## src/hdl/sskl_pkg.sv

```systemverilog
`timescale 1ns / 1ps
// ----------------------------------------------------------------------------
// sskl_pkg
// Shared constants and types for the stereo soft-knee limiter.
// ----------------------------------------------------------------------------
package sskl_pkg;

   localparam int SAMPLE_BITS = 24;
   localparam int THR_W       = 20;
   localparam int GAIN_W      = 7;
   localparam int HOLD_W      = 16;
   localparam int Q_BITS      = 16;

   // magnitude / knee level width, product width
   localparam int MAG_W = (SAMPLE_BITS > THR_W) ? SAMPLE_BITS + 1 : THR_W + 1;
   localparam int PRD_W = MAG_W + GAIN_W;
   localparam int CNT_W = $clog2(PRD_W);
   localparam int REM_W = 4;

   localparam int CSR_INDEX_W = 2;
   localparam int CSR_DATA_W  = 20;

   localparam logic [CSR_INDEX_W-1:0] CSR_THRESHOLD   = 2'd0;
   localparam logic [CSR_INDEX_W-1:0] CSR_GAIN_STEP   = 2'd1;
   localparam logic [CSR_INDEX_W-1:0] CSR_HOLD_LENGTH = 2'd2;

   localparam logic [THR_W-1:0]  THRESHOLD_RST   = THR_W'(655360);
   localparam logic [GAIN_W-1:0] GAIN_STEP_RST   = GAIN_W'(10);
   localparam logic [HOLD_W-1:0] HOLD_LENGTH_RST = HOLD_W'(10000);

   localparam logic [MAG_W-1:0]   ONE_Q16     = MAG_W'(65536);
   localparam logic [PRD_W-1:0]   TEN_VOLTS   = PRD_W'(655360);
   localparam logic [REM_W:0]     DIVISOR_TEN = (REM_W + 1)'(10);
   localparam logic [PRD_W-1:0]   SAT_MAX     = PRD_W'((64'd1 << (SAMPLE_BITS - 1)) - 64'd1);
   localparam logic [PRD_W-1:0]   SAT_MIN_MAG = PRD_W'(64'd1 << (SAMPLE_BITS - 1));

   typedef struct packed {
      logic signed [SAMPLE_BITS-1:0] sample_a;
      logic signed [SAMPLE_BITS-1:0] sample_b;
      logic                          present_a;
      logic                          present_b;
   } sskl_req_type;

   typedef struct packed {
      logic signed [SAMPLE_BITS-1:0] result_a;
      logic signed [SAMPLE_BITS-1:0] result_b;
      logic                          knee_light;
      logic                          clip_light;
   } sskl_rsp_type;

   typedef struct packed {
      logic done;
      logic knee;
      logic over;
   } sskl_lane_status_type;

endpackage

```

## src/hdl/stereo_soft_knee_limiter_core.sv

```systemverilog
`timescale 1ns / 1ps
// ----------------------------------------------------------------------------
// stereo_soft_knee_limiter_core
// Two-channel soft-knee limiter with knee and over-range hold lights.
// ----------------------------------------------------------------------------
// Usage:
//   req_*  : one stereo sample transaction (samples plus connect flags).
//   rsp_*  : one limited stereo transaction plus the two indicator lights.
//   csr_*  : register writes (0 threshold, 1 gain_step, 2 hold_length);
//            csr_ready is high outside reset, other indexes are ignored.
//   Both channels run in parallel lanes, each a bit-serial datapath:
//   knee division, shift-add gain, divide by ten, plus select and
//   saturate steps. A new request is taken only once both lanes have
//   handed their results to the output register, so one transaction
//   is in flight at a time. The serial divide by ten is the longest
//   step.
//   The result waits in an output register while rsp_stall is high; the
//   lanes may finish the next transaction meanwhile and hold it until the
//   register frees. req_stall is high while a transaction is in flight.
//   Synchronous reset restores register defaults (10 V, gain 10 tenths,
//   hold 10000) and clears the hold counters.
// ----------------------------------------------------------------------------
module stereo_soft_knee_limiter_core
   import sskl_pkg::*;
(
   input  logic                   clock,
   input  logic                   reset,
   input  logic                   req_valid,
   output logic                   req_stall,
   input  sskl_req_type           req_data,
   output logic                   rsp_valid,
   input  logic                   rsp_stall,
   output sskl_rsp_type           rsp_data,
   input  logic                   csr_valid,
   output logic                   csr_ready,
   input  logic [CSR_INDEX_W-1:0] csr_index,
   input  logic [CSR_DATA_W-1:0]  csr_wdata
);

   logic [THR_W-1:0]      thr_ff;
   logic [GAIN_W-1:0]     gain_ff;
   logic [HOLD_W-1:0]     hold_ff;
   logic [HOLD_W-1:0]     knee_hold_ff, knee_hold_in;
   logic [HOLD_W-1:0]     over_hold_ff, over_hold_in;
   logic                  busy_ff, busy_in;
   logic                  rsp_valid_ff, rsp_valid_in;
   sskl_rsp_type          rsp_data_ff, rsp_data_in;

   logic                  accept;
   logic                  take;
   sskl_lane_status_type  st_a, st_b;
   logic [SAMPLE_BITS-1:0] res_a, res_b;
   logic [HOLD_W-1:0]     knee_nx, over_nx;
   logic                  knee_on, over_on;

   assign req_stall = busy_ff | reset;
   assign csr_ready = ~reset;
   assign accept    = req_valid & ~req_stall;
   assign take      = busy_ff & st_a.done & st_b.done & (~rsp_valid_ff | ~rsp_stall);

   sskl_lane u_lane_a (
      .clock     (clock),
      .reset     (reset),
      .start     (accept),
      .sample    (req_data.sample_a),
      .present   (req_data.present_a),
      .threshold (thr_ff),
      .gain_step (gain_ff),
      .take      (take),
      .status    (st_a),
      .result    (res_a)
   );

   sskl_lane u_lane_b (
      .clock     (clock),
      .reset     (reset),
      .start     (accept),
      .sample    (req_data.sample_b),
      .present   (req_data.present_b),
      .threshold (thr_ff),
      .gain_step (gain_ff),
      .take      (take),
      .status    (st_b),
      .result    (res_b)
   );

   always_comb begin
      knee_nx = (st_a.knee | st_b.knee) ? hold_ff : knee_hold_ff;
      over_nx = (st_a.over | st_b.over) ? hold_ff : over_hold_ff;
      knee_on = (knee_nx != '0);
      over_on = (over_nx != '0);

      knee_hold_in = knee_hold_ff;
      over_hold_in = over_hold_ff;
      rsp_data_in  = rsp_data_ff;
      busy_in      = busy_ff;
      rsp_valid_in = rsp_valid_ff & rsp_stall;

      if (accept) begin
         busy_in = 1'b1;
      end
      if (take) begin
         busy_in                = 1'b0;
         rsp_valid_in           = 1'b1;
         knee_hold_in           = knee_on ? knee_nx - HOLD_W'(1) : '0;
         over_hold_in           = over_on ? over_nx - HOLD_W'(1) : '0;
         rsp_data_in.result_a   = res_a;
         rsp_data_in.result_b   = res_b;
         rsp_data_in.knee_light = knee_on;
         rsp_data_in.clip_light = over_on;
      end
   end

   always_ff @(posedge clock) begin
      if (reset) begin
         thr_ff       <= THRESHOLD_RST;
         gain_ff      <= GAIN_STEP_RST;
         hold_ff      <= HOLD_LENGTH_RST;
         knee_hold_ff <= '0;
         over_hold_ff <= '0;
         busy_ff      <= 1'b0;
         rsp_valid_ff <= 1'b0;
      end else begin
         if (csr_valid & csr_ready) begin
            case (csr_index)
               CSR_THRESHOLD:   thr_ff  <= csr_wdata[THR_W-1:0];
               CSR_GAIN_STEP:   gain_ff <= csr_wdata[GAIN_W-1:0];
               CSR_HOLD_LENGTH: hold_ff <= csr_wdata[HOLD_W-1:0];
               default: begin
               end
            endcase
         end
         knee_hold_ff <= knee_hold_in;
         over_hold_ff <= over_hold_in;
         busy_ff      <= busy_in;
         rsp_valid_ff <= rsp_valid_in;
      end
      rsp_data_ff <= rsp_data_in;
   end

   assign rsp_valid = rsp_valid_ff;
   assign rsp_data  = rsp_data_ff;

endmodule

```

## src/hdl/sskl_lane.sv

```systemverilog
`timescale 1ns / 1ps
// ----------------------------------------------------------------------------
// sskl_lane
// One limiter channel: bit-serial knee divider, shift-add gain multiply,
// bit-serial divide by ten, then saturation.
// ----------------------------------------------------------------------------
module sskl_lane
   import sskl_pkg::*;
(
   input  logic                          clock,
   input  logic                          reset,
   input  logic                          start,
   input  logic signed [SAMPLE_BITS-1:0] sample,
   input  logic                          present,
   input  logic [THR_W-1:0]              threshold,
   input  logic [GAIN_W-1:0]             gain_step,
   input  logic                          take,
   output sskl_lane_status_type          status,
   output logic signed [SAMPLE_BITS-1:0] result
);

   typedef enum logic [2:0] {
      ST_IDLE, ST_DIV, ST_SEL, ST_MUL, ST_DV10, ST_SAT, ST_DONE
   } state_type;

   state_type               state_ff, state_in;
   logic [CNT_W-1:0]        cnt_ff, cnt_in;
   logic                    neg_ff, neg_in;
   logic                    knee_ff, knee_in;
   logic                    present_ff, present_in;
   logic                    over_ff, over_in;
   logic [MAG_W-1:0]        mag_ff, mag_in;
   logic [MAG_W-1:0]        rem_ff, rem_in;
   logic [MAG_W-1:0]        den_ff, den_in;
   logic [Q_BITS-1:0]       quo_ff, quo_in;
   logic [PRD_W-1:0]        mcand_ff, mcand_in;
   logic [GAIN_W-1:0]       mplier_ff, mplier_in;
   logic [PRD_W-1:0]        acc_ff, acc_in;
   logic [REM_W-1:0]        r10_ff, r10_in;
   logic [SAMPLE_BITS-1:0]  result_ff, result_in;

   logic [SAMPLE_BITS-1:0]  raw;
   logic [MAG_W-1:0]        mag_now;
   logic [MAG_W-1:0]        diff;
   logic [MAG_W:0]          rem2;
   logic [MAG_W:0]          rem2_sub;
   logic [REM_W:0]          t5;
   logic [SAMPLE_BITS-1:0]  sat_val;

   always_comb begin
      state_in   = state_ff;
      cnt_in     = cnt_ff;
      neg_in     = neg_ff;
      knee_in    = knee_ff;
      present_in = present_ff;
      over_in    = over_ff;
      mag_in     = mag_ff;
      rem_in     = rem_ff;
      den_in     = den_ff;
      quo_in     = quo_ff;
      mcand_in   = mcand_ff;
      mplier_in  = mplier_ff;
      acc_in     = acc_ff;
      r10_in     = r10_ff;
      result_in  = result_ff;

      raw      = sample;
      mag_now  = raw[SAMPLE_BITS-1] ? MAG_W'(SAMPLE_BITS'(~raw + SAMPLE_BITS'(1)))
                                     : MAG_W'(raw);
      diff     = mag_now - MAG_W'(threshold);
      rem2     = {rem_ff, 1'b0};
      rem2_sub = rem2 - {1'b0, den_ff};
      t5       = {r10_ff, acc_ff[PRD_W-1]};

      if (neg_ff) begin
         if (acc_ff > SAT_MIN_MAG) begin
            sat_val = SAMPLE_BITS'(SAT_MIN_MAG);
         end else begin
            sat_val = SAMPLE_BITS'(~acc_ff + PRD_W'(1));
         end
      end else begin
         if (acc_ff > SAT_MAX) begin
            sat_val = SAMPLE_BITS'(SAT_MAX);
         end else begin
            sat_val = acc_ff[SAMPLE_BITS-1:0];
         end
      end

      case (state_ff)
         ST_IDLE: begin
            if (start) begin
               present_in = present;
               neg_in     = present & raw[SAMPLE_BITS-1];
               knee_in    = present & (mag_now > MAG_W'(threshold));
               mag_in     = mag_now;
               rem_in     = diff;
               den_in     = diff + ONE_Q16;
               quo_in     = '0;
               cnt_in     = '0;
               state_in   = ST_DIV;
            end
         end
         ST_DIV: begin
            if (rem2 >= {1'b0, den_ff}) begin
               rem_in = rem2_sub[MAG_W-1:0];
               quo_in = {quo_ff[Q_BITS-2:0], 1'b1};
            end else begin
               rem_in = rem2[MAG_W-1:0];
               quo_in = {quo_ff[Q_BITS-2:0], 1'b0};
            end
            cnt_in = cnt_ff + CNT_W'(1);
            if (cnt_ff == CNT_W'(Q_BITS - 1)) begin
               state_in = ST_SEL;
            end
         end
         ST_SEL: begin
            if (!present_ff) begin
               mcand_in = PRD_W'(ONE_Q16);
            end else if (knee_ff) begin
               mcand_in = PRD_W'(threshold) + PRD_W'(quo_ff);
            end else begin
               mcand_in = PRD_W'(mag_ff);
            end
            mplier_in = gain_step;
            acc_in    = '0;
            cnt_in    = '0;
            state_in  = ST_MUL;
         end
         ST_MUL: begin
            if (mplier_ff[0]) begin
               acc_in = acc_ff + mcand_ff;
            end
            mcand_in  = {mcand_ff[PRD_W-2:0], 1'b0};
            mplier_in = {1'b0, mplier_ff[GAIN_W-1:1]};
            cnt_in    = cnt_ff + CNT_W'(1);
            if (cnt_ff == CNT_W'(GAIN_W - 1)) begin
               cnt_in   = '0;
               r10_in   = '0;
               state_in = ST_DV10;
            end
         end
         ST_DV10: begin
            if (t5 >= DIVISOR_TEN) begin
               r10_in = REM_W'(t5 - DIVISOR_TEN);
               acc_in = {acc_ff[PRD_W-2:0], 1'b1};
            end else begin
               r10_in = t5[REM_W-1:0];
               acc_in = {acc_ff[PRD_W-2:0], 1'b0};
            end
            cnt_in = cnt_ff + CNT_W'(1);
            if (cnt_ff == CNT_W'(PRD_W - 1)) begin
               state_in = ST_SAT;
            end
         end
         ST_SAT: begin
            result_in = sat_val;
            over_in   = present_ff & ~neg_ff & (PRD_W'(sat_val) > TEN_VOLTS);
            state_in  = ST_DONE;
         end
         ST_DONE: begin
            if (take) begin
               state_in = ST_IDLE;
            end
         end
         default: begin
            state_in = ST_IDLE;
         end
      endcase
   end

   always_ff @(posedge clock) begin
      if (reset) begin
         state_ff <= ST_IDLE;
      end else begin
         state_ff <= state_in;
      end
      cnt_ff     <= cnt_in;
      neg_ff     <= neg_in;
      knee_ff    <= knee_in;
      present_ff <= present_in;
      over_ff    <= over_in;
      mag_ff     <= mag_in;
      rem_ff     <= rem_in;
      den_ff     <= den_in;
      quo_ff     <= quo_in;
      mcand_ff   <= mcand_in;
      mplier_ff  <= mplier_in;
      acc_ff     <= acc_in;
      r10_ff     <= r10_in;
      result_ff  <= result_in;
   end

   assign status.done = (state_ff == ST_DONE);
   assign status.knee = knee_ff;
   assign status.over = over_ff;
   assign result      = result_ff;

endmodule

```

## config.mk

```make
export PLATFORM = sky130hd
export DESIGN_NAME = stereo_soft_knee_limiter_core
export DESIGN_NICKNAME = d
export VERILOG_FILES = /design/src/hdl/sskl_pkg.sv /design/src/hdl/stereo_soft_knee_limiter_core.sv /design/src/hdl/sskl_lane.sv
export SDC_FILE = /design/constraint.sdc
export NUM_CORES = 1
export LEC_CHECK = 0
export ABC_AREA = 1
export BUFFER_PORTS_ARGS = -buffer_cell sky130_fd_sc_hd__buf_2
export CAP_MARGIN = 15
export CORE_ASPECT_RATIO = 1.5
export CORE_MARGIN = 2
export CORE_UTILIZATION = 45
export CTS_CLUSTER_DIAMETER = 60
export DETAILED_ROUTE_END_ITERATION = 10
export MAX_ROUTING_LAYER = met4
export PLACE_DENSITY = 0.6
export SETUP_SLACK_MARGIN = 0.15
export SLEW_MARGIN = 15
export SYNTH_ARGS = -nofsm -noshare
export SYNTH_HDL_FRONTEND = slang
export SYNTH_SLANG_ARGS = --single-unit
```

## constraint.sdc

```tcl
create_clock -name clock -period 9.5 [get_ports clock]
set_input_delay 0.475 -clock clock [delete_from_list [all_inputs] [get_ports clock]]
set_output_delay 0.475 -clock clock [all_outputs]
set_load 0.03 [all_outputs]
```

* After elaboration in Yosys (flattened, before gate mapping) *
Cells that the tools add are included.

storage, ports and cells
  register bits = 531
  bits of input ports = 77
  output and inout bits = 53
  word-level logic and storage cells = 225

operators by class
  $add $sub $neg = 20
  $lt $le $gt $ge = 12
  equal/unequal tests = 32
  multiplexer cells = 59
  bitwise gates (word level) = 28
  reduce and logical (&&, ||, !) cells = 33

operators by type and width
  kind                                                                    count
  24-bit two-way mux                                                      8
  32-bit two-way mux                                                      6
  32-bit case mux with 3 select lines                                     2
  32-bit case mux with 2 select lines                                     2
  25-bit two-way mux                                                      4
  25-bit case mux with 2 select lines                                     2
  24-bit by 1-bit adder with 24-bit output, second input constant         4
  24-bit NOT                                                              4
  16-bit two-way mux                                                      5
  32-bit adder                                                            2
  32-bit by 23-bit > comparator with 1-bit output, second input constant  2
  32-bit by 24-bit > comparator with 1-bit output, second input constant  2
  16-bit case mux with 2 select lines                                     2
  26-bit by 25-bit greater-or-equal comparator with 1-bit output          2
  25-bit by 17-bit adder with 25-bit output, second input constant        2
  25-bit by 20-bit > comparator with 1-bit output                         2
  25-bit by 20-bit subtractor with 25-bit output                          2
  25-bit subtractor                                                       2
  24-bit by 20-bit > comparator with 1-bit output, second input constant  2
  20-bit by 16-bit adder with 21-bit output                               2
  3-bit case mux with 7 select lines                                      2
  5-bit case mux with 4 select lines                                      2
  16-bit nonzero test                                                     2
  16-bit by 1-bit subtractor with 16-bit output, second input constant    2
  other kinds (30)                                                        117

* Logic depth before layout (Yosys ltp) *
  depth after elaboration = 6
  gate-level depth with buffers = 23
  depth with buffers taken out = 23

* Hierarchy *
From an unflattened synthesis, not the netlist that was laid out.

second synthesis, totals
  cell total of the unflattened synthesis = 4784
  area, all modules = 36730.2 µm²

by module, submodules not included
  module                         times used  cells an instance  area each (µm²)  sequential area each (µm²)
  sskl_lane at u_lane_b          1           2016               15434.8          6005.8
  sskl_lane at u_lane_a          1           2010               15406.0          6005.8
  stereo_soft_knee_limiter_core  1           758                5889.4           3042.9

* Worst setup path before layout *
Ideal clock, no wire load.

  kind = input -> register
  from = in reset
  to = reg u_lane_a.quo_ff[0], enable pin
  library setup time = 496 ps
  arrival time = 4240 ps
  data required time = 9004 ps
  setup slack = 4764 ps
  stages on the path = 6
  path buffers = 1
  cell sequence = inv_1 > clkbuf_1 > nand2_1 > nor2_1 > inv_1 > o21ai_0

on the way
  word-level cells in the longest chain between the ends = 5

ends and longest elaborated chain
  what                                    line                                 RTL
  start, declared                         stereo_soft_knee_limiter_core.sv:27  input logic reset,
  1-bit OR                                stereo_soft_knee_limiter_core.sv:56  assign req_stall = busy_ff | reset;
  via req_stall                           stereo_soft_knee_limiter_core.sv:29  output logic req_stall,
  1-bit NOT                               stereo_soft_knee_limiter_core.sv:58  assign accept = req_valid & ~req_stall;
  1-bit AND                               stereo_soft_knee_limiter_core.sv:58
  2-bit inequality test (no source line)  -
  2-bit AND reduction (no source line)    -
  end signal, assigned                    sskl_lane.sv:185                     quo_ff <= quo_in;
  end, declared                           sskl_lane.sv:35                      logic [Q_BITS-1:0] quo_ff, quo_in;

The timed path passes the listed nets, and every way through them passes these cells.
A chain may end at the register's enable or synchronous reset.

* Worst setup path in the final report *
  from = reg u_lane_b.rem_ff[14]
  to = reg u_lane_b.rem_ff[23] (data pin)

on the way
  word-level cells in the longest chain between the ends = 3
  elaborated cells on any way between the ends = 4
  those cells by class = 1 x add/sub; 1 x order compare; 2 x mux

ends and longest elaborated chain
  what                                                                                                        line                               RTL
  start, declared                                                                                             sskl_lane.sv:33                    logic [MAG_W-1:0] rem_ff, rem_in;
  start signal, assigned                                                                                      sskl_lane.sv:183                   rem_ff <= rem_in;
  25-bit subtractor / 26-bit by 25-bit greater-or-equal comparator with 1-bit output (equally long branches)  sskl_lane.sv:72, sskl_lane.sv:104
  25-bit two-way mux *                                                                                        sskl_lane.sv:104                   if (rem2 >= {1'b0, den_ff}) begin
  25-bit case mux with 2 select lines *                                                                       sskl_lane.sv:89                    case (state_ff)
  via u_lane_b.rem_in[23]                                                                                     sskl_lane.sv:33

The timed path passes the listed nets; every way through them passes the cells marked *.

==> key figures <==
Power
  • Leak pwr: 17.25 nW
  • Clk network pwr share: 23.8%
  • Sw frac: 41.67%
  • Switch Pwr: 0.004000 W
  • Part of the power in registers: 35.7%
  • PwrDens: 241.3 nW/um^2
  • Share of total power in combinational logic: 40.5%
  • Internal power: 0.005598 W
  • Max rail drop VDD: 0.1969 mV

Logic synthesis
  • Dominant cell type by area after synthesis: edfxtp_1
  • Yosys reg bits: 529
  • Number of flops mapped to enable cells by yosys: 446
  • Synthesis Warnings: 0
  • Mapped Cells: 4674
  • Library cells used by synthesis: 65
  • Primary FF master, synth: edfxtp_1
  • Post-synth ARST share: 0%
  • Post-synth top area share: 37.04%
  • Post-synthesis net count: 4960
  • Synth Cell Area: 36160 um^2
  • Sequential cell area fraction in the yosys report: 41.64%
  • Avg Cell Area, Syn: 7.736 um^2
  • Synth area leaders: edfxtp_1, nand2_1, ha_1

Die
  • I/O pins: 130
  • # rows: 127
  • DIE AREA: 82680 um^2
  • Starting Density: 45.33%
  • Core area: 79770 um^2
  • Die height: 351.2 um
  • Die width: 235.4 um

Min path
  • Min-Delay Path Class: in -> reg
  • Hold Path Origin: req_data[2]

Worst setup path
  • Critical R2R Launch: u_lane_b.rem_ff[14]
  • Slowest Stage Delay on Critical Path: 0.82 ns
  • Cell mode on critical path: nand2_1
  • Critical path launch point type: register
  • Slowest stage cell, crit path: nand3_2
  • Crit path launch: u_lane_b.rem_ff[14]
  • Crit Path Max Fanout: 35
  • Critical path capture point type: register
  • Crit path arrival time: 4.30 ns
  • WS Path Type: reg -> reg
  • Critical-path cell list: ha_1 -> a21oi_1 -> o21ai_0 -> o21bai_1 -> a21oi_2 -> nand3_2 -> nand2_1 -> nand2_1 -> o21ai_1 -> nand2_1
  • Worst EP required: 9.90 ns

STA
  • Slew Limit Fails: 0
  • FMAX: 0.2564 GHz
  • Final Skew: 0.03153 ns
  • Hold Fails Final Rpt: 0
  • Max transition margin: 26.23%
  • Final worst path period share: 41.05%
  • Min cycle time layout: 3.900 ns
  • Worst slew pin tran: 1.105 ns
  • Final TNS setup: 0 ns
  • RSZ-0062 raised after global routing: false
  • Setup violators final: 0
  • WHS: 0.04069 ns

Run status
  • Outcome: finished, final reports clean

CTS
  • Post-CTS Resized: 0
  • Clock Latency Late Sink: 0.66 ns
  • Clock slew at reported path FFs: 0.06 ns
  • H-tree lvl count: 2
  • Post-CTS Hold Fix Bufs: 0
  • Clock sinks: 529
  • Post-CTS setup buffer count: 0
  • CTS tree: built
  • CTS Root Cell: clkbuf_16
  • Clk buf depth: 3
  • Total CTS buffers: 56

Run
  • Max-cap violations: 0

Detailed routing
  • Antenna-violating nets left: 0
  • Initial DRC count: 2017
  • Via count: 31847
  • WL/cell: 19.27 um
  • DR pass1 iterations: 5
  • Routed Wire Length: 113100 um
  • Via/cell ratio: 5.425
  • DRC: 0

Final layout
  • Commonest cells after routing, fill and taps aside: nand2_1, inv_1, nor2_1
  • Final core occ: 49.85%
  • # fillers: 8047
  • # nets final: 5076
  • Share of layout cells above drive strength 1: 6.969%
  • Multi-input gate area in the final layout: 18350 um^2
  • Reg area: 15050 um^2
  • Cell Count, Final, Fillers Out: 5870
  • Most common cell after layout, fill and taps aside: nand2_1
  • Area grow syn2layout: 9.987%

Global routing
  • GR Util met2: 50.76%
  • Largest net degree at the start of global routing: 54
  • Gr usage total: 27.79%
  • Met1 Track Usage GR: 29.96%
  • Global routing's busiest layer: met2
  • First-pass GRT wire length: 174100 um
  • Vias in the first global route: 31165
  • Initial antenna violation count: 2
  • GR Util met3: 2.613%
  • GR Overflow Total: 0

Placement
  • Dpl cells: 5764
  • Port bufs: 129
  • Gpl congestion: 0.9476
  • Final HPWL DP: 87970 um
## sequential cells by signal, summed over array words and instances, names as in the netlist, 5 cells and up
name,count
rsp_data,50
u_lane_a.acc_ff,32
u_lane_a.mcand_ff,32
u_lane_b.acc_ff,32
u_lane_b.mcand_ff,32
u_lane_a.den_ff,25
u_lane_a.rem_ff,25
u_lane_b.den_ff,25
u_lane_b.rem_ff,25
u_lane_a.mag_ff,24
u_lane_a.result,24
u_lane_b.mag_ff,24
u_lane_b.result,24
thr_ff,20
hold_ff,16
knee_hold_ff,16
over_hold_ff,16
u_lane_a.quo_ff,16
u_lane_b.quo_ff,16
gain_ff,7
u_lane_a.mplier_ff,7
u_lane_b.mplier_ff,7
u_lane_a.cnt_ff,5
u_lane_b.cnt_ff,5
## per-layer routing
metal | up-vias | share of wire, %
li1 | 15978 | -
met1 | 14814 | 39
met2 | 772 | 52
met3 | 283 | 3.8
met4 | 0 | 5.8
met5 | - | 0
## worst paths after layout
path	depth (start not counted)	slack, ns	to
setup / recovery	10	5.60	u_lane_b.rem_ff[23]
hold / removal	1	0.04	u_lane_b.mag_ff[0]
setup reg to reg	10	5.60	u_lane_b.rem_ff[23]
hold reg to reg	0	0.42	rsp_data[37]
## synthesized netlist by cell type, types with 5 or more instances
master	n
a21oi_1	308
nand3_1	234
o22ai_2	10
xor2_1	117
buf_4	11
dfxtp_1	83
nor2_2	12
clkbuf_1	75
or2_2	5
a21boi_0	12
a31oi_1	29
nor4_1	10
o21a_1	7
o31ai_1	21
nand3b_1	8
nand4_1	96
o21ai_2	18
a21o_1	28
xnor2_1	54
o21ai_1	38
nand2_1	1078
nor2_1	591
edfxtp_1	446
and2_1	9
buf_1	5
ha_1	201
o22ai_1	35
fa_1	8
o211ai_1	14
nor3_1	46
nand2_2	7
clkinv_1	8
o21ai_0	334
inv_1	609
o21bai_1	46
nand3_2	7
## worst max-delay path, delay by kind of cell, from the launching register on
family                   cells  cell delay, ns
AND/OR/NAND/NOR              4            1.50
adder cells (fa/ha/maj)      1            0.36
flip-flops                   1            0.42
AO/OA/AOI/OAI                5            1.36
## power by group through the flow
stage / clock network [W] / registers (W) / logic, W
floorplan: 0 / 0.00335 / 0.00282
global placement: 0 / 0.00346 / 0.00384
detailed placement: 0 / 0.00346 / 0.00386
CTS: 0.00234 / 0.00342 / 0.00388
global route: 0.00242 / 0.00347 / 0.00437
finish: 0.00229 / 0.00342 / 0.00389
## layout make-up
cell class,count,area share (%)
Antenna cell,2,0.01258
Clock buffer,65,3.684
Clock inverter,39,1.029
Inverter,621,5.861
Multi-Input combinational cell,3424,46.14
Sequential cell,529,37.86
Tap cell,1032,3.247
Timing Repair Buffer,158,2.171
## through the flow
stage / power (W) / cell area (um^2) / setup slack (ns)
finish: 0.009598 / 39770 / 5.600
CTS: 0.009640 / 39760 / 5.590
global placement: 0.007303 / 37890 / 5.284
floorplan: 0.006173 / 36160 / 4.764
detailed placement: 0.007322 / 37890 / 5.263
global route: 0.01026 / 39770 / 5.294
## kinds of logic (layout without fill, tap and decap cells)
kind of cell               Yosys count  count (layout)  share of synthesized area, %
buffers and inverters              721             883                         7.817
DFF                                529             529                         41.64
other                                0               2                             0
adders and majority gates          209             209                         7.398
AOI/OAI and AO/OA                  923             923                         14.52
xor gates and xnor gates           171             171                         4.142
and+or+nand+nor                   2120            2120                         24.46
muxes                                1               1                       0.02768
Note: power is estimated with default switching activity, not from simulation.
